### config.mk
export PLATFORM = sky130hd
export DESIGN_NAME = mp2d_cfg
export DESIGN_NICKNAME = d
export VERILOG_FILES = /design/src/rtl/core/mp2d_pkg.sv /design/src/rtl/core/mp2d_cfg.sv
export SDC_FILE = /design/constraint.sdc
export NUM_CORES = 1
export LEC_CHECK = 0
export ABC_CLOCK_PERIOD_IN_PS = 1400
export CAP_MARGIN = 30
export CORE_ASPECT_RATIO = 1.1
export CORE_UTILIZATION = 56
export DETAILED_ROUTE_END_ITERATION = 6
export DONT_BUFFER_PORTS = 1
export GPL_TIMING_DRIVEN = 0
export PLACE_DENSITY = 0.71
export SLEW_MARGIN = 10
export SYNTH_ARGS = -nofsm -noshare
export SYNTH_HDL_FRONTEND = slang
export SYNTH_SLANG_ARGS = --single-unit
### constraint.sdc
create_clock -name clk -period 1.4 [get_ports clk]
set_clock_uncertainty 0.1 [all_clocks]
set_input_delay 0.21 -clock clk [delete_from_list [all_inputs] [get_ports clk]]
set_output_delay 0.21 -clock clk [all_outputs]
set_load 0.01 [all_outputs]
### src/rtl/core/mp2d_pkg.sv
// Shared types and constants for the mean pooling block.
package mp2d_pkg;

  // Configuration port geometry and field widths.
  localparam int REG_ADDR_BITS = 4;
  localparam int DIM_BITS      = 9;
  localparam int WIN_BITS      = 4;
  localparam int DIVISOR_BITS  = 2 * WIN_BITS;

  // Register indexes, taken from paddr[3:2].
  typedef enum logic [1:0] {
    REG_IMAGE_WIDTH  = 2'd0,
    REG_IMAGE_HEIGHT = 2'd1,
    REG_WINDOW_SIZE  = 2'd2,
    REG_STEP_SIZE    = 2'd3
  } reg_idx_t;

  // Register values after reset.
  localparam logic [DIM_BITS-1:0] RST_IMAGE_WIDTH  = 9'd256;
  localparam logic [DIM_BITS-1:0] RST_IMAGE_HEIGHT = 9'd256;
  localparam logic [WIN_BITS-1:0] RST_WINDOW_SIZE  = 4'd2;
  localparam logic [WIN_BITS-1:0] RST_STEP_SIZE    = 4'd2;

  // Configuration as used by the datapath, already clamped into range.
  typedef struct packed {
    logic [DIM_BITS-1:0] width;
    logic [DIM_BITS-1:0] height;
    logic [WIN_BITS-1:0] win;
    logic [WIN_BITS-1:0] step;
  } mp2d_cfg_t;

  // Request to the shared divider.
  typedef struct packed {
    logic start;
    logic wide;
  } div_req_t;

endpackage

### src/rtl/core/mp2d_cfg.sv
// Configuration registers behind the APB-style port, with range clamping.
module mp2d_cfg #(
  parameter int MAX_WIDTH  = 256,
  parameter int MAX_WINDOW = 8
) (
  input  logic                               clk,
  input  logic                               rst_n,
  input  logic                               psel,
  input  logic                               penable,
  input  logic                               pwrite,
  input  logic [mp2d_pkg::REG_ADDR_BITS-1:0] paddr,
  input  logic [31:0]                        pwdata,
  output logic [31:0]                        prdata,
  output logic                               pready,
  output mp2d_pkg::mp2d_cfg_t                cfg
);
  import mp2d_pkg::*;

  localparam logic [DIM_BITS-1:0] DIM_CAP =
    (MAX_WIDTH > 511) ? 9'd511 : DIM_BITS'(MAX_WIDTH);
  localparam logic [WIN_BITS-1:0] WIN_CAP =
    (MAX_WINDOW > 15) ? 4'd15 : WIN_BITS'(MAX_WINDOW);

  logic [DIM_BITS-1:0] width_r;
  logic [DIM_BITS-1:0] height_r;
  logic [WIN_BITS-1:0] win_r;
  logic [WIN_BITS-1:0] step_r;
  logic                wr_en;
  reg_idx_t            idx;

  assign pready = 1'b1;
  assign wr_en  = psel & penable & pwrite;
  assign idx    = reg_idx_t'(paddr[3:2]);

  // Register writes on the access cycle of a write transfer.
  always_ff @(posedge clk) begin
    if (!rst_n) begin
      width_r  <= RST_IMAGE_WIDTH;
      height_r <= RST_IMAGE_HEIGHT;
      win_r    <= RST_WINDOW_SIZE;
      step_r   <= RST_STEP_SIZE;
    end else if (wr_en) begin
      case (idx)
        REG_IMAGE_WIDTH:  width_r  <= pwdata[DIM_BITS-1:0];
        REG_IMAGE_HEIGHT: height_r <= pwdata[DIM_BITS-1:0];
        REG_WINDOW_SIZE:  win_r    <= pwdata[WIN_BITS-1:0];
        REG_STEP_SIZE:    step_r   <= pwdata[WIN_BITS-1:0];
        default: ;
      endcase
    end
  end

  // Read back the stored values.
  always_comb begin
    case (idx)
      REG_IMAGE_WIDTH:  prdata = {23'd0, width_r};
      REG_IMAGE_HEIGHT: prdata = {23'd0, height_r};
      REG_WINDOW_SIZE:  prdata = {28'd0, win_r};
      REG_STEP_SIZE:    prdata = {28'd0, step_r};
      default:          prdata = 32'd0;
    endcase
  end

  // Zero acts as one, and values above the supported maximum saturate.
  always_comb begin
    cfg.width  = (width_r == '0) ? 9'd1 : ((width_r > DIM_CAP) ? DIM_CAP : width_r);
    cfg.height = (height_r == '0) ? 9'd1 : ((height_r > DIM_CAP) ? DIM_CAP : height_r);
    cfg.win    = (win_r == '0) ? 4'd1 : ((win_r > WIN_CAP) ? WIN_CAP : win_r);
    cfg.step   = (step_r == '0) ? 4'd1 : ((step_r > WIN_CAP) ? WIN_CAP : step_r);
  end

endmodule

==> impl_metrics.sql, run 1 <==
INSERT INTO impl_metrics (metric_group, metric, value, unit) VALUES
('synthesis', 'synthCells', '180', ''),
('detailed_routing', 'post-route-drc-count', '0', ''),
('pwr', 'maximum_ir_drop_on_the_vdd_rail', '0.8104', 'mV'),
('final_layout', 'drive_gt1_frac', '0.4286', ''),
('timing', 'timing.final.crit_period', '1.555', 'ns'),
('floorplanning', 'die_area', '3048', 'um^2'),
('final_layout', 'fillers', '187', ''),
('global_route', 'number_of_global_route_vias_before_repair', '1198', ''),
('detailed_routing', 'drt-initial-drc-count', '35', ''),
('synthesis', 'ys_seq_elements', '26', ''),
('worst_setup_path', 'rr_worst_depth', '3', ''),
('worst_setup_path', 'crit_end', 'cfg[8]', ''),
('clock_network', 'clock_tree_from_tritoncts', 'done', ''),
('floorplanning', 'die-height', '57.80', 'um'),
('placement', 'dpl.cell_count', '233', ''),
('worst_setup_path', 'critical_path_class', 'register to output pin', ''),
('worst_setup_path', 'critical_path.max_fanout', '2', ''),
('worst_setup_path', 'crit_path_cell_trace', 'nor4_2 -> a21oi_1 -> nor2_2', ''),
('clock_network', 'clkLatencyLatePin', '0.32', 'ns'),
('detailed_routing', 'avgViaCountPerCell', '5.231', ''),
('global_route', 'grt_overflow_total', '0', ''),
('detailed_routing', 'route.vias.total', '1334', ''),
('detailed_routing', 'routed_wire_per_std_cell', '15.23', 'um'),
('status', 'failing_checks', 'setup timing', ''),
('detailed_routing', 'wl', '3884', 'um'),
('floorplanning', 'design.portCount', '100', ''),
('clock_network', 'cts_num_sinks', '26', ''),
('worst_setup_path', 'crit_arrival', '1.24', 'ns'),
('global_route', 'antenna_found_initial', '0', ''),
('placement', 'hpwl', '2537', 'um'),
('worst_setup_path', 'timing.reg2reg.setup_slack', '0.47', 'ns'),
('final_layout', 'multiInputGateArea', '947.2', 'um^2'),
('clock_network', 'cts_made_buffers', '3', ''),
('status', 'run_status', 'finished, violations left', ''),
('floorplanning', 'fp.dieW', '52.73', 'um'),
('worst_setup_path', 'worst_path_slowest_cell', 'dfxtp_2', ''),
('worst_setup_path', 'startpoint_type', 'register', ''),
('hold_path', 'timing.hold.worst.class', 'input port to register', ''),
('timing', 'timing.fmax', '643.1', 'MHz'),
('synthesis', 'syn_area_per_cell', '8.807', 'um^2'),
('global_route', 'grt_start_max_net_pins', '15', ''),
('pwr', 'power-per-cell-area', '664.2', 'nW/um^2'),
('worst_setup_path', 'crit_path_start', 'height_r[7]', ''),
('timing', 'slew_violations', '0', ''),
('pwr', 'power.leakage', '0.9311', 'nW'),
('global_route', 'grt_pass1_wl', '5602', 'um'),
('worst_setup_path', 'reg2reg_to', 'width_r[8]', ''),
('worst_setup_path', 'timing.critical_path.to_type', 'output pin', ''),
('floorplanning', 'rows', '19', ''),
('timing', 'period_share', '1.111', ''),
('final_layout', 'fin_nets', '266', ''),
('placement', 'final_replace_weighted_congestion', '0.7804', ''),
('job', 'maxCapViolCount', '0', ''),
('detailed_routing', 'detail-route-antenna-nets', '0', ''),
('synthesis', 'yosys.cell_types.count', '19', ''),
('clock_network', 'clk_path_buf_depth', '2', ''),
('worst_setup_path', 'worst_ep_required_time', '1.09', 'ns'),
('final_layout', 'non_filler_instance_count_after_layout', '255', ''),
('timing', 'setup-violations-final', '6', ''),
('final_layout', 'num_antenna_cells', '0', ''),
('final_layout', 'regArea', '554.3', 'um^2'),
('clock_network', 'clk_transition_reported_paths', '0.14', 'ns'),
('clock_network', 'htreeDepth', '1', ''),
('detailed_routing', 'firstDrtPassIters', '4', ''),
('timing', 'rsz0062_at_grt', 'true', ''),
('worst_setup_path', 'crit-reg2reg-launch', 'width_r[8]', ''),
('synthesis', 'yosysSeqAreaShare', '0.3283', ''),
('floorplanning', 'fp.coreArea', '2591', 'um^2'),
('placement', 'port_buffers', '0', ''),
('hold_path', 'worstHoldPathCells', '2', ''),
('global_route', 'grt_use_total', '0.2534', ''),
('synthesis', 'syn_area', '1585', 'um^2'),
('timing', 'post-route-worst-setup-slack', '-0.1550', 'ns'),
('floorplanning', 'initial_core_util', '0.6118', ''),
('timing', 'report.final.hold_viol_count', '0', ''),
('worst_setup_path', 'critPathMaxStageDelay', '0.35', 'ns'),
('timing', 'hold-worst-slack', '0.02286', 'ns'),
('synthesis', 'yosys_warnings', '0', ''),
('final_layout', 'syn2layout_area_growth', '29.76', '%'),
('clock_network', 'cts_root_buffer', 'clkbuf_4', '');
## layout make-up
class,count,area share
multi-input cells,137,0.4605
flip-flops and latches,26,0.2695
plain buffers,39,0.1387
repair buffers,18,0.09489
well taps,31,0.01886
clock buffers,4,0.01764
## metal layers
metal  track usage  wire [um]
met3       0.03150        313
met4       0.06767         31
met1        0.3240       1492
met2        0.4430       2045
met5             0          0
## per-stage QoR
step           cell area, um^2  setup TNS (ns)  setup slack [ns]  utilization  total power, mW
2_1_floorplan             1668               0            0.2273            -           0.9452
3_3_place_gp              1707               0           0.06638       0.6586           0.9670
3_5_place_dp              1707               0           0.04691       0.6586           0.9700
4_1_cts                   1931         -0.8329           -0.1603       0.7451            1.358
5_1_grt                   2057         -0.9278           -0.1883       0.7938            1.420
6_report                  2057         -0.6461           -0.1550       0.7938            1.366
## layout by cell type, fill, tap and decap left out, drive strengths merged
cell type,instances
and3,1
nand3b,1
and3b,1
clkbuf,12
dfxtp,26
mux4,4
nor4,2
nor3b,1
nor2b,24
mux2i,31
conb,24
nor2,13
dlygate4sd3,7
nand2,30
nand3,1
a21oi,2
nor3,2
buf,42
## flip-flops by register name (all words and copies together), names as in the netlist
| name | cells |
|---|---|
| win_r | 4 |
| step_r | 4 |
| height_r | 9 |
| width_r | 9 |
## report_power, final
part / internal (mW) / leakage [nW] / switching, mW
Sequential: 0.745 / 0.219 / 0.0103
Clock: 0.159 / 0.0210 / 0.217
Combinational: 0.116 / 0.691 / 0.119
## cell usage after synthesis (all sizes together)
| cell type | number | area share |
|---|---|---|
| nor2b | 24 | 0.095 |
| nand2 | 30 | 0.071 |
| buf | 31 | 0.15 |
| nor3 | 2 | 0.0063 |
| mux2i | 31 | 0.20 |
| nand3 | 1 | 0.0063 |
| nor3b | 1 | 0.0079 |
| nand3b | 1 | 0.0047 |
| nor4 | 2 | 0.0079 |
| and3 | 1 | 0.0071 |
| dfxtp | 26 | 0.33 |
| mux4 | 4 | 0.057 |
| clkbuf | 8 | 0.019 |
| conb | 2 | 0.0047 |
| nor2 | 13 | 0.031 |
| and3b | 1 | 0.0055 |
| a21oi | 2 | 0.0063 |
## how the worst min path moves through the flow
stage / endpoint / from
after floorplan: height_r[1] / pwdata[1]
after global placement: height_r[5] / pwdata[5]
after CTS: step_r[0] / pwdata[0]
final: height_r[0] / pwdata[0]
after global routing: step_r[0] / pwdata[0]
after detailed placement: height_r[6] / pwdata[6]
## critical path, delay by kind of cell, from the launching register on
| family | cells | cell delay, ns |
|---|---|---|
| AOI/OAI and AO/OA | 1 | 0.13 |
| and+or+nand+nor | 2 | 0.44 |
| DFF | 1 | 0.35 |
## kinds of logic (layout without fill, tap and decap cells)
kind of cell	count (synthesis)	after routing	synth area share
other cells	2	24	0.004737
simple gates	76	76	0.2423
buf+inv	39	61	0.1657
mux	35	35	0.2526
compound gates	2	2	0.006314
flops	26	26	0.3283
## repair_timing
action,4_1_cts,5_1_grt
setup buffers,8,1
hold buffers,7,0
endpoints found under the setup margin,21,24
endpoints found under the hold margin,15,0
pin swaps,5,8
gates resized for setup,25,31
gates cloned,0,2
Note: power is estimated with default switching activity, not from simulation.
==> run 2, diff against run 1 <==
--- a/config.mk
+++ b/config.mk
@@ -5,6 +5,7 @@
 export SDC_FILE = /design/constraint.sdc
 export NUM_CORES = 1
 export LEC_CHECK = 0
+export ABC_AREA = 1
 export ABC_CLOCK_PERIOD_IN_PS = 1400
 export CAP_MARGIN = 30
 export CORE_ASPECT_RATIO = 1.1
==> run 2 against run 1 <==
Against the previous run:
- the flow still finishes with violations (setup timing)
- critical path type unchanged
- critical path depth rose by 2
- fmax fell by 1.2%
- largest cell class unchanged
- sequential share of layout area decreased by 0.21 points
- die area shrank 1.5%
- critical endpoint is now cfg[14]
- synthesized cell count increased by 33%
==> impl_metrics.sql, run 2 <==
INSERT INTO impl_metrics (metric_group, metric, value, unit) VALUES
('final_layout', 'finalInstanceArea', '2031', 'um^2'),
('worst_setup_path', 'critical_path_class', 'register to output pin', ''),
('floorplanning', 'design.portCount', '100', ''),
('global_route', 'grt_pass1_wl', '5809', 'um'),
('timing', 'report.final.hold_viol_count', '0', ''),
('placement', 'dpl.cell_count', '292', ''),
('synthesis', 'synth_edf_count', '0', ''),
('timing', 'total_negative_setup_slack', '-0.6248', 'ns'),
('timing', 'rsz0062_at_grt', 'true', ''),
('detailed_routing', 'detail-route-antenna-nets', '0', ''),
('final_layout', 'commonest_non_fill_non_tap_cell_in_the_layout', 'nor2_1', ''),
('placement', 'dpl_worst_slack', '0.06316', 'ns'),
('synthesis', 'postSynth.topFlopCell', 'dfxtp_1', ''),
('detailed_routing', 'routed_wire_per_std_cell', '12.22', 'um'),
('worst_setup_path', 'critical_path.max_fanout', '3', ''),
('detailed_routing', 'route.vias.total', '1518', ''),
('timing', 'hold-worst-slack', '0.07853', 'ns'),
('synthesis', 'yosys.cell_types.count', '22', ''),
('timing', 'period_share', '1.124', ''),
('synthesis', 'synth.most_common_cell', 'nor2_1', ''),
('timing', 'setup-violations-final', '4', ''),
('final_layout', 'multiInputGateArea', '898.4', 'um^2'),
('detailed_routing', 'wl', '3824', 'um'),
('synthesis', 'syn_area_per_cell', '6.528', 'um^2'),
('synthesis', 'yosysSeqAreaShare', '0.3336', ''),
('pwr', 'p_total', '1.431', 'mW'),
('synthesis', 'yosys_warnings', '0', ''),
('worst_setup_path', 'timing.critical_path.to_type', 'output pin', ''),
('synthesis', 'synthCells', '239', ''),
('clock_network', 'cts_made_buffers', '3', ''),
('floorplanning', 'die-height', '57.36', 'um'),
('status', 'run_status', 'finished, violations left', ''),
('final_layout', 'fin_nets', '324', ''),
('synthesis', 'synth_top_cell_area_share', '0.3336', ''),
('clock_network', 'htreeDepth', '1', ''),
('job', 'maxCapViolCount', '0', ''),
('placement', 'placed_area', '1682', 'um^2'),
('timing', 'timing.fmax', '635.6', 'MHz'),
('timing', 'post-route-worst-setup-slack', '-0.1732', 'ns'),
('floorplanning', 'fp.coreArea', '2567', 'um^2'),
('final_layout', 'final_core_utilization', '0.7909', ''),
('synthesis', 'synthArstFlopShare', '0', ''),
('worst_setup_path', 'startpoint_type', 'register', ''),
('pwr', 'maximum_ir_drop_on_the_vdd_rail', '0.5247', 'mV'),
('synthesis', 'synthTopCellsByCount', '72 x nor2_1, 28 x inv_1, 26 x dfxtp_1, 26 x nand2_1, 24 x buf_4', ''),
('final_layout', 'layout_common_cells', '65 x nor2_1, 30 x buf_4, 24 x conb_1', ''),
('global_route', 'number_of_global_route_vias_before_repair', '1294', ''),
('worst_setup_path', 'crit_arrival', '1.26', 'ns'),
('synthesis', 'syn_area', '1560', 'um^2'),
('synthesis', 'synth_area_leader_cell', 'dfxtp_1', ''),
('detailed_routing', 'post-route-drc-count', '0', ''),
('final_layout', 'non_filler_instance_count_after_layout', '313', ''),
('floorplanning', 'rows', '19', ''),
('placement', 'final_replace_weighted_congestion', '0.8836', ''),
('clock_network', 'cts_root_buffer', 'clkbuf_4', ''),
('pwr', 'power.leakage', '0.9589', 'nW'),
('detailed_routing', 'firstDrtPassIters', '4', ''),
('clock_network', 'cts_num_sinks', '26', ''),
('timing', 'slew_violations', '0', ''),
('timing', 'timing.final.crit_period', '1.573', 'ns'),
('worst_setup_path', 'worst_ep_required_time', '1.09', 'ns'),
('status', 'failing_checks', 'setup timing', ''),
('global_route', 'grt_overflow_total', '0', ''),
('final_layout', 'regArea', '543.0', 'um^2'),
('synthesis', 'ys_seq_elements', '26', ''),
('clock_network', 'clock_tree_from_tritoncts', 'done', ''),
('clock_network', 'clk_path_buf_depth', '2', ''),
('final_layout', 'num_antenna_cells', '0', ''),
('global_route', 'grt_use_total', '0.2580', ''),
('detailed_routing', 'avgViaCountPerCell', '4.850', ''),
('floorplanning', 'initial_core_util', '0.6077', ''),
('placement', 'port_buffers', '0', ''),
('floorplanning', 'die_area', '3001', 'um^2'),
('detailed_routing', 'drt-initial-drc-count', '41', ''),
('clock_network', 'clkLatencyLatePin', '0.32', 'ns'),
('final_layout', 'fillers', '223', ''),
('clock_network', 'clk_transition_reported_paths', '0.14', 'ns'),
('synthesis', 'synthTopCellsByArea', 'dfxtp_1 33%, nor2_1 17%, buf_4 12%', ''),
('global_route', 'antenna_found_initial', '0', ''),
('hold_path', 'timing.hold.worst.class', 'input port to register', ''),
('global_route', 'grt_start_max_net_pins', '15', ''),
('final_layout', 'syn2layout_area_growth', '30.15', '%'),
('pwr', 'power-per-cell-area', '704.6', 'nW/um^2'),
('placement', 'hpwl', '2684', 'um'),
('final_layout', 'drive_gt1_frac', '0.3227', ''),
('final_layout', 'top_regs', 'height_r (9), width_r (9)', ''),
('floorplanning', 'fp.dieW', '52.33', 'um');
-- run 2: where the power goes --
part	switching, mW	leakage [nW]	internal, mW
combinational	0.161	0.722	0.119
sequential	0.0153	0.216	0.754
clock	0.222	0.0210	0.159
total	0.398	0.959	1.03
-- run 2: cell type report --
type / count / area share
inverter: 32 / 0.05915
multi-input combinational: 170 / 0.4424
tap: 31 / 0.01910
clock buffer: 4 / 0.01787
buffer: 32 / 0.1115
sequential: 26 / 0.2674
timing repair buffer: 18 / 0.08256
-- run 2: what timing repair did --
| item | in CTS | in global routing |
|---|---|---|
| hold endpoints to repair | 26 | 0 |
| buffers inserted | 4 | 4 |
| pin swaps | 2 | 14 |
| resized for setup | 18 | 34 |
| endpoints found under the setup margin | 15 | 14 |
| hold buffers | 10 | 0 |
-- run 2: path summary, 6_finish.rpt --
path / startpoint / end / slack (ns) / cells past startpoint
setup reg to reg: height_r[4] / height_r[4] / 0.46 / 3
hold / removal: rst_n / width_r[8] / 0.08 / 2
setup / recovery: height_r[2] / cfg[14] / -0.17 / 5
hold reg to reg: width_r[7] / width_r[7] / 0.44 / 2
-- run 2: cells by family after synthesis --
kind of cell           after synthesis  synth area share
AND/OR/NAND/NOR                    109            0.3007
other                                2          0.004813
buffers and inverters               65            0.2245
flip-flops                          26            0.3336
AO/OA/AOI/OAI                       37            0.1363
-- run 2: worst max-delay path, cell delays in order, from the launching register on --
cell and delay [ns]:
dfxtp_2 0.35, nor2_2 0.12, nand2_2 0.07, o21ai_2 0.16, inv_2 0.10, nor2_4 0.13
-- run 2: metal layers --
layer | track usage | routed length (um)
met5 | 0 | 0
met3 | 0.04533 | 253
met2 | 0.4177 | 1856
met4 | 0.09023 | 59
met1 | 0.3405 | 1655
