File: src/rtl/core/mp2d_pkg.sv
// Shared types and constants for the mean pooling block.
package mp2d_pkg;

  // Configuration port geometry and field widths.
  localparam int REG_ADDR_BITS = 4;
  localparam int DIM_BITS      = 9;
  localparam int WIN_BITS      = 4;
  localparam int DIVISOR_BITS  = 2 * WIN_BITS;

  // Register indexes, taken from paddr[3:2].
  typedef enum logic [1:0] {
    REG_IMAGE_WIDTH  = 2'd0,
    REG_IMAGE_HEIGHT = 2'd1,
    REG_WINDOW_SIZE  = 2'd2,
    REG_STEP_SIZE    = 2'd3
  } reg_idx_t;

  // Register values after reset.
  localparam logic [DIM_BITS-1:0] RST_IMAGE_WIDTH  = 9'd256;
  localparam logic [DIM_BITS-1:0] RST_IMAGE_HEIGHT = 9'd256;
  localparam logic [WIN_BITS-1:0] RST_WINDOW_SIZE  = 4'd2;
  localparam logic [WIN_BITS-1:0] RST_STEP_SIZE    = 4'd2;

  // Configuration as used by the datapath, already clamped into range.
  typedef struct packed {
    logic [DIM_BITS-1:0] width;
    logic [DIM_BITS-1:0] height;
    logic [WIN_BITS-1:0] win;
    logic [WIN_BITS-1:0] step;
  } mp2d_cfg_t;

  // Request to the shared divider.
  typedef struct packed {
    logic start;
    logic wide;
  } div_req_t;

endpackage

File: src/rtl/core/mp2d_div.sv
// Shared restoring divider, one quotient bit per cycle, narrow or wide mode.
module mp2d_div #(
  parameter int DW = 23,
  parameter int NW = 8
) (
  input  logic                                clk,
  input  logic                                rst_n,
  input  mp2d_pkg::div_req_t                  req,
  input  logic [DW-1:0]                       dividend,
  input  logic [mp2d_pkg::DIVISOR_BITS-1:0]   divisor,
  output logic                                done,
  output logic [DW-1:0]                       quotient,
  output logic [mp2d_pkg::DIVISOR_BITS-1:0]   remainder
);
  import mp2d_pkg::*;

  localparam int CNTW = $clog2(DW + 1);
  localparam int VW   = DIVISOR_BITS;

  logic [DW-1:0]   q_r;
  logic [VW-1:0]   rem_r;
  logic [CNTW-1:0] cnt_r;
  logic            busy_r;
  logic            done_r;
  logic [VW:0]     rem_sh;
  logic [VW+1:0]   trial;

  // One trial subtraction per step.
  assign rem_sh = {rem_r, q_r[DW-1]};
  assign trial  = {1'b0, rem_sh} - {2'b00, divisor};

  // Control: step counter and completion pulse.
  always_ff @(posedge clk) begin
    if (!rst_n) begin
      busy_r <= 1'b0;
      done_r <= 1'b0;
      cnt_r  <= '0;
    end else if (req.start) begin
      busy_r <= 1'b1;
      done_r <= 1'b0;
      cnt_r  <= req.wide ? CNTW'(DW) : CNTW'(NW);
    end else if (busy_r) begin
      cnt_r <= cnt_r - 1'b1;
      if (cnt_r == CNTW'(1)) begin
        busy_r <= 1'b0;
        done_r <= 1'b1;
      end
    end else begin
      done_r <= 1'b0;
    end
  end

  // Datapath: a narrow dividend is aligned to the top of the shift register.
  always_ff @(posedge clk) begin
    if (req.start) begin
      q_r   <= req.wide ? dividend : (dividend << (DW - NW));
      rem_r <= '0;
    end else if (busy_r) begin
      if (!trial[VW+1]) begin
        rem_r <= trial[VW-1:0];
        q_r   <= {q_r[DW-2:0], 1'b1};
      end else begin
        rem_r <= rem_sh[VW-1:0];
        q_r   <= {q_r[DW-2:0], 1'b0};
      end
    end
  end

  assign done      = done_r;
  assign quotient  = q_r;
  assign remainder = rem_r;

endmodule

File: config.mk
export PLATFORM = sky130hd
export DESIGN_NAME = mp2d_div
export DESIGN_NICKNAME = d
export VERILOG_FILES = /design/src/rtl/core/mp2d_pkg.sv /design/src/rtl/core/mp2d_div.sv
export SDC_FILE = /design/constraint.sdc
export NUM_CORES = 1
export LEC_CHECK = 0
export BUFFER_PORTS_ARGS = -buffer_cell sky130_fd_sc_hd__buf_2
export CORE_ASPECT_RATIO = 1.5
export CORE_MARGIN = 2
export CORE_UTILIZATION = 55
export CTS_CLUSTER_DIAMETER = 150
export DETAILED_ROUTE_END_ITERATION = 8
export GPL_TIMING_DRIVEN = 0
export PLACE_DENSITY = 0.85
export SYNTH_ARGS = -nofsm -noshare
export SYNTH_HDL_FRONTEND = slang
export SYNTH_SLANG_ARGS = --single-unit
File: constraint.sdc
create_clock -name clk -period 3.7 [get_ports clk]
set_input_delay 0.37 -clock clk [delete_from_list [all_inputs] [get_ports clk]]
set_output_delay 0.37 -clock clk [all_outputs]
set_load 0.01 [all_outputs]
==> run metrics, run 1 <==
run status complete, no violations; Design Area, Final 2574 um2; Clock Sink Count 38; Residual DRC 0; First DRT Iteration DRCs 62; Avg Cell Area, Syn 10.46 um2; startpoint types flop; MaxCap Viol Count 0; initial core utilization 0.5712; Fin. Hold Viols 0; CP Data Arrival Time 2.22 ns; Slew Limit Fails 0; top post-synthesis cells by count 23 x edfxtp_1, 20 x a21oi_1, 18 x inv_1; EDFF count, synth 23; Final period util 0.5523; CTS max path bufs 2; # H-tree levels 2; Synth async-reset ratio 0; layout cell share with drive strength beyond 1 0.3139; Post-Place Cell Area 2482 um2; diode count 0; Port Buffers 65; Final ANT Viol Nets 0; required time of the critical path 3.87 ns; pin count of the biggest net entering global routing 24; vias in the first global route 1717; post-cts resize count 0; clk root buf clkbuf_8; drt pass-1 iters 5; first-pass GRT wire length 7465 um; Pwr per Cell Area 387.2 nW/um2; HP Class input pin to flop; worst slew pin tran 0.8556 ns; initial antenna violation count 0; final period demand of the worst path 2.044 ns; Multi-input gate area 985.9 um2; Die Ht 79.74 um; Layout Skew 0.005322 ns; Congestion Overflow GR 0; gpl congestion 0.7517; post-CTS setup buffers 0; post-synth top area cell edfxtp_1; setup slack after layout 1.656 ns; vias 1805; dominant cells by area after synthesis edfxtp_1 33%, dfxtp_1 14%, ha_1 5.9%; Routed wire per std cell 14.98 um; total power 996.5 uW; YS warnings 0; top cell type's share of synthesized area 0.3284; Max Fanout on Critical Path 3; post-DR vias/cell 5.694; synth-to-layout area growth 22.37%; setup violators final 0; Post-CTS Hold Buffers 0; Post-DP HPWL 3398 um; Worst setup EP type flop; Crit Path Category flop to flop; RSZ-0062 raised after global routing false; Syn Nets 247; CTS buffer count 5; top_reg_cell synth edfxtp_1; Mapped Cells 201; Netlist Area Pre-Place 2103 um2; worst vdd rail ir drop 342.6 uV; Reg area 991.0 um2; dpl ws 1.571 ns; core area 3682 um2; Seq cells post-synth 38; max_slew headroom 0.4290; fillers 282; gr usage total 0.2355; NumNets Final 319; later-pin clock latency in the skew report 0.29 ns; final WL 4750 um; CTS clk-pin slew, worst paths 0.07 ns; I/O pin cnt 67; Die ar. 4345 um2; sequential fraction of the synthesis area 0.4711; row cnt 27; Synth cell types 41; fmax 489.3 MHz; most numerous cell in the Yosys netlist edfxtp_1; Chip Width 54.49 um; Leak 0.001168 uW; setup_tns 0 ns; TritonCTS clock tree done
[power breakdown]
group          total [uW]  switching (uW)  internal [uW]
registers             514            22.5            491
clock network         294             144            150
logic                 189             104           84.3
[cell usage in the layout (no fill, tap or decap), drive strengths merged, types with 10 or more instances in the layout]
| master | count |
|---|---|
| a22o | 14 |
| a21oi | 20 |
| dfxtp | 15 |
| mux2i | 10 |
| clkbuf | 11 |
| o21ai | 10 |
| inv | 18 |
| nor2 | 18 |
| nand2 | 12 |
| ha | 10 |
| buf | 70 |
| edfxtp | 23 |
[through the flow]
step / hold slack (ns) / cells / util
3_3_place_gp: 0.4501 / 309 / 0.6741
2_1_floorplan: 0.4752 / 201 / -
6_report: 0.3617 / 317 / 0.6989
3_5_place_dp: 0.4678 / 309 / 0.6741
4_1_cts: 0.3563 / 317 / 0.6989
5_1_grt: 0.3608 / 317 / 0.6989
[final cells by class]
class                      instances  area share
buffer                             9     0.02285
clock buffer                       7     0.03354
clock inverter                     1    0.001945
inverter                          18     0.02625
multi-input combinational        136      0.3831
sequential                        38      0.3850
tap                               43     0.02090
timing repair buffer              65      0.1264
[sequential cells by signal (all words and copies together) (netlist names)]
| signal | count |
|---|---|
| quotient | 23 |
| remainder | 8 |
| cnt_r | 5 |
| busy_r | 1 |
| done | 1 |
[cell families after synthesis]
family | after synthesis | share of synthesized area
fa+ha+maj | 11 | 0.06901
xor+xnor | 7 | 0.02915
compound gates | 62 | 0.2142
mux | 10 | 0.04759
flops | 38 | 0.4711
buf+inv | 27 | 0.06008
simple gates | 46 | 0.1089
[critical path, cell delays in order (launching register included)]
cell and delay (ns):
edfxtp_1 0.37, inv_1 0.06, ha_1 0.20, fa_1 0.41, nand2b_1 0.18, a21oi_1 0.20, nor4_1 0.07, a311oi_1 0.33
o31ai_1 0.11
[per-layer routing]
| layer | vias to the layer above | part of all wire | GRT usage |
|---|---|---|---|
| met5 | - | 0 | 0 |
| met4 | 0 | 0.015 | 0.08500 |
| met3 | 10 | 0.061 | 0.04494 |
| met2 | 73 | 0.53 | 0.4120 |
| met1 | 840 | 0.40 | 0.2739 |
| li1 | 882 | - | - |
[final timing paths]
path	end	depth (start not counted)	slack, ns	startpoint
worst min-delay path	quotient[8]$_DFFE_PP_	2	0.36	dividend[8]
worst min register to register	done$_SDFFE_PP0P_	2	0.47	done$_SDFFE_PP0P_
worst max-delay path	remainder[6]$_SDFFE_PP0P_	8	1.66	quotient[22]$_DFFE_PP_
worst max register to register	remainder[6]$_SDFFE_PP0P_	8	1.66	quotient[22]$_DFFE_PP_
No activity file was read; power rests on OpenSTA's default activity.
==> inputs of run 2 (changes only) <==
--- a/config.mk
+++ b/config.mk
@@ -8,11 +8,11 @@
 export BUFFER_PORTS_ARGS = -buffer_cell sky130_fd_sc_hd__buf_2
 export CORE_ASPECT_RATIO = 1.5
 export CORE_MARGIN = 2
-export CORE_UTILIZATION = 55
+export CORE_UTILIZATION = 46
 export CTS_CLUSTER_DIAMETER = 150
 export DETAILED_ROUTE_END_ITERATION = 8
 export GPL_TIMING_DRIVEN = 0
-export PLACE_DENSITY = 0.85
+export PLACE_DENSITY = 0.76
 export SYNTH_ARGS = -nofsm -noshare
 export SYNTH_HDL_FRONTEND = slang
 export SYNTH_SLANG_ARGS = --single-unit
==> constraint.sdc (replaced) <==
create_clock -name clk -period 1.67 [get_ports clk]
set_input_delay 0.167 -clock clk [delete_from_list [all_inputs] [get_ports clk]]
set_output_delay 0.167 -clock clk [all_outputs]
set_load 0.01 [all_outputs]
==> run 2 against run 1 <==
Effect of this change: the run now ends with negative setup slack left; global-route usage shrank 2.9 points; setup slack lost 1.7 ns; power grew 120%; fmax grew 18%; sequential power grew 120%; utilization shrank 7.6 points; critical path depth shrank 1; clock power grew 110%; sequential share of layout area shrank 2.6 points; non-clock buffer count grew 5; critical path type unchanged; largest cell class is now multi-input combinational cells; largest power group unchanged.
==> run metrics, run 2 (synthesized netlist as in run 1, its figures left out) <==
Final period util 1.034; vias 1848; Residual DRC 0; Max Fanout on Critical Path 4; Routed wire per std cell 15.43 um; setup violators final 8; Chip Width 59.21 um; CTS clk-pin slew, worst paths 0.08 ns; MaxCap Viol Count 0; setup slack after layout -0.05606 ns; Layout Skew 0.007961 ns; CTS buffer count 5; max_slew headroom 0.6244; reg-to-reg critical path endpoint remainder[5]$_SDFFE_PP0P_; vias in the first global route 1866; Port Buffers 65; Design Area, Final 2781 um2; run status complete, but fails checks; dpl ws -0.2314 ns; drt pass-1 iters 4; Worst setup EP type flop; initial core utilization 0.4709; RSZ-0062 raised after global routing true; post-DR vias/cell 5.634; gr usage total 0.2067; startpoint types flop; failing checks negative setup slack; layout cell share with drive strength beyond 1 0.4250; HP Class input pin to flop; setup_tns -0.3030 ns; Reg2Reg Setup Slack -0.06 ns; Post-Place Cell Area 2582 um2; Congestion Overflow GR 0; TritonCTS clock tree done; Setup crit end remainder[5]$_SDFFE_PP0P_; worst slew pin tran 0.5628 ns; Post-DP HPWL 3697 um; first-pass GRT wire length 8148 um; Pwr per Cell Area 797.0 nW/um2; gpl congestion 0.8349; Reg area 998.5 um2; Fin. Hold Viols 0; final hold slack 0.1638 ns; row cnt 30; CTS max path bufs 2; synth-to-layout area growth 32.24%; Die ar. 5140 um2; Die Ht 86.82 um; Multi-input gate area 1141 um2; final WL 5061 um; NumNets Final 325; fillers 371; Clock Sink Count 38; core area 4467 um2; Reg2Reg Depth 7; # H-tree levels 2; diode count 0; final period demand of the worst path 1.726 ns; fmax 579.4 MHz; First DRT Iteration DRCs 86; Critical path origin quotient[22]$_DFFE_PP_; required time of the critical path 1.84 ns; later-pin clock latency in the skew report 0.29 ns; commonest non-fill, non-tap cell in the layout buf_2; Leak 0.001197 uW; Final ANT Viol Nets 0; Slew Limit Fails 0; I/O pin cnt 67; max reg flops 23; initial antenna violation count 0; clk root buf clkbuf_8; pin count of the biggest net entering global routing 13; CP Data Arrival Time 1.89 ns; most frequent cells in the layout 67 x buf_2, 23 x edfxtp_1, 17 x a21oi_1; Post-CTS Hold Buffers 0; worst vdd rail ir drop 655.8 uV; R2R Path Start quotient[22]$_DFFE_PP_; Crit Path Category flop to flop
## run 2: worst max-delay path: stages, from the launching register on
cell	delay, ns
edfxtp_1	0.38
inv_1	0.07
ha_2	0.18
nand2b_4	0.15
a211oi_1	0.12
or3_2	0.43
a31oi_1	0.19
o21ai_0	0.09
## run 2: worst min path at each step
stage,start,endpoint,slack [ns],depth (start not counted)
2_1_floorplan,rst_n,cnt_r[1]$_SDFFE_PN0P_,0.33,2
3_3_place_gp,done$_SDFFE_PP0P_,done$_SDFFE_PP0P_,0.44,2
3_5_place_dp,dividend[12],quotient[12]$_DFFE_PP_,0.46,2
5_1_grt,dividend[8],quotient[8]$_DFFE_PP_,0.17,2
6_report,dividend[8],quotient[8]$_DFFE_PP_,0.16,2
4_1_cts,dividend[8],quotient[8]$_DFFE_PP_,0.15,2
## run 2: area by class of cell
type,instances,area share
Timing Repair Buffer,70,0.1305
Clock buffer,6,0.02609
Buffer,9,0.02114
Timing Repair inverter,1,0.002699
Clock inverter,2,0.003149
Tap cell,48,0.02159
Sequential cell,38,0.3590
Inverter,18,0.02564
Multi-Input combinational cell,136,0.4103
## run 2: what timing repair did
item                                    4_1_cts  5_1_grt
cloned                                        1        0
endpoints found under the hold margin         0        0
buffers inserted                              5        0
pin swaps                                     3        1
gates resized for setup                      13        6
endpoints found under the setup margin       32        9
## run 2: report_power, final
group	internal (uW)	leakage (uW)	total [uW]	switching [uW]
Combinational	222	0.000793	474	252
Clock	287	0.0000426	605	318
Sequential	1090	0.000362	1140	49.4
## run 2: through the flow
step           cells  utilization  power (uW)
6_report         328       0.6227        2217
5_1_grt          328       0.6227        2331
4_1_cts          328       0.6160        2231
3_5_place_dp     314       0.5782        1601
3_3_place_gp     314       0.5782        1595
2_1_floorplan    201            -        1438
## run 2: layer usage
metal | vias up | track usage | share of wire
met3 | 8 | 0.02985 | 0.050
met5 | - | 0 | 0
met4 | 0 | 0.09298 | 0.015
met2 | 78 | 0.3756 | 0.55
met1 | 866 | 0.2291 | 0.38
li1 | 896 | - | -
==> inputs of run 3 (changes only) <==
--- a/config.mk
+++ b/config.mk
@@ -12,7 +12,9 @@
 export CTS_CLUSTER_DIAMETER = 150
 export DETAILED_ROUTE_END_ITERATION = 8
 export GPL_TIMING_DRIVEN = 0
+export HOLD_SLACK_MARGIN = 0.03
 export PLACE_DENSITY = 0.76
+export SETUP_SLACK_MARGIN = 0.1
 export SYNTH_ARGS = -nofsm -noshare
 export SYNTH_HDL_FRONTEND = slang
 export SYNTH_SLANG_ARGS = --single-unit
==> run 3 against run 2 <==
Effect of this change: the flow still finishes with violations (negative setup slack); fmax shrank 3.3%; power grew 1.7%; first-iteration DRC count shrank 30%; critical path depth is the same; final cell count grew 2.1%; sequential share of layout area shrank 1.5 points; global-route usage grew 0.32 points; critical path type unchanged.
==> run metrics, run 3 (synthesized netlist as in run 1, its figures left out) <==
run status complete, but fails checks; failing checks negative setup slack; critical path's top delay family flip-flops; gpl congestion 0.8331; TritonCTS clock tree done; Final period util 1.069; diode count 0; setup slack after layout -0.1149 ns; sw frac 0.2836; pin count of the biggest net entering global routing 13; Leak 0.001246 uW; Die Ht 86.82 um; Gate power share 0.224; Routed wire per std cell 16.00 um; synth-to-layout area growth 38.55%; Sequential Power Share 0.504; Slew Limit Fails 0; CP peak stage delay 0.36 ns; required time of the critical path 1.83 ns; Worst Hold Launch dividend[14]; Worst setup EP type flop; final core occ 0.6524; Port Buffers 65; sw power 639.3 uW; CTS max path bufs 2; Max Fanout on Critical Path 5; Post-DP HPWL 3727 um; MaxCap Viol Count 0; max_slew headroom 0.6534; Final ANT Viol Nets 0; final hold slack 0.1614 ns; fmax 560.3 MHz; Buf/Inv on CP 1; Layout Skew 0.01037 ns; Reg2Reg Depth 7; Die ar. 5140 um2; clk root buf clkbuf_8; core area 4467 um2; Residual DRC 0; reg-to-reg critical path endpoint remainder[2]$_SDFFE_PP0P_; slowest CP cell dfxtp_2; final cell count without fillers 335; RSZ-0062 raised after global routing true; initial antenna violation count 0; NumNets Final 332; First DRT Iteration DRCs 60; most frequent cells in the layout 67 x buf_2, 23 x edfxtp_1, 17 x a21oi_1; final period demand of the worst path 1.785 ns; setup violators final 9; post-DR vias/cell 5.609; CP Data Arrival Time 1.95 ns; I/O pin cnt 67; vias 1879; dpl cells 314; Internal Power 1615 uW; later-pin clock latency in the skew report 0.29 ns; crit path cell chain ha_4 -> buf_4 -> nand3_1 -> o221ai_4 -> or2_4 -> mux2i_1 -> o21ai_1; Setup crit end remainder[2]$_SDFFE_PP0P_; Clock Sink Count 38; Chip Width 59.21 um; first-pass GRT wire length 8280 um; Levels on crit path 7; Crit Path Category flop to flop; final WL 5360 um; # H-tree levels 2; total power 2254 uW; R2R Path Start remainder[5]$_SDFFE_PP0P_; vias in the first global route 1809; gr usage total 0.2099; Design Area, Final 2914 um2; Fin. Hold Viols 0; Reg2Reg Setup Slack -0.11 ns; row cnt 30; CTS clk-pin slew, worst paths 0.07 ns; startpoint types flop; clock share of power 0.272; drt pass-1 iters 4; layout cell share with drive strength beyond 1 0.4495; initial core utilization 0.4709; max reg flops 23; Min-Delay Path Depth 2; CTS buffer count 5; Critical path origin remainder[5]$_SDFFE_PP0P_; Pwr per Cell Area 773.7 nW/um2; Post-Place Cell Area 2582 um2; commonest non-fill, non-tap cell in the layout buf_2; worst vdd rail ir drop 580.8 uV; Congestion Overflow GR 0; HP Class input pin to flop; worst slew pin tran 0.5199 ns
-- run 3: metal layers --
layer / routed length (um) / track usage / vias to the layer above
met5: 0 / 0 / -
li1: - / - / 910
met1: 2024 / 0.2333 / 901
met3: 284 / 0.04328 / 6
met2: 2990 / 0.3856 / 62
met4: 61 / 0.06612 / 0
-- run 3: final cells by class --
cell class	count	area (um2)
buffer	9	58.81
clock buffer	6	72.57
clock inverter	2	10.01
fill	363	1553
inverter	18	71.32
multi-input combinational	136	1210
sequential	38	1001
tap	48	60.06
timing repair buffer	77	422.9
timing repair inverter	1	7.507
-- run 3: how the worst min path moves through the flow --
stage / end / slack [ns]
final: quotient[14]$_DFFE_PP_ / 0.16
after CTS: quotient[10]$_DFFE_PP_ / 0.16
after global routing: quotient[10]$_DFFE_PP_ / 0.16
after global placement: done$_SDFFE_PP0P_ / 0.45
after detailed placement: done$_SDFFE_PP0P_ / 0.45
after floorplan: cnt_r[1]$_SDFFE_PN0P_ / 0.33
-- run 3: power groups by stage --
stage | sequential, uW | combinational (uW) | clock (uW)
finish | 1140 | 505 | 613
global route | 1150 | 553 | 665
CTS | 1140 | 492 | 624
detailed placement | 1160 | 448 | 0
global placement | 1160 | 437 | 0
floorplan | 1180 | 255 | 0
-- run 3: what timing repair did --
item | in CTS | in global routing
hold buffers | 0 | 0
endpoints found under the setup margin | 32 | 10
gates resized for setup | 21 | 12
cloned | 2 | 0
pin swaps | 11 | 5
buffers inserted | 10 | 1
-- run 3: per-stage QoR --
stage / setup TNS (ns) / setup slack [ns]
2_1_floorplan: -0.3550 / -0.07476
3_3_place_gp: -6.538 / -0.2439
3_5_place_dp: -7.805 / -0.2844
4_1_cts: -0.4066 / -0.09461
5_1_grt: -1.443 / -0.2305
6_report: -0.6799 / -0.1149
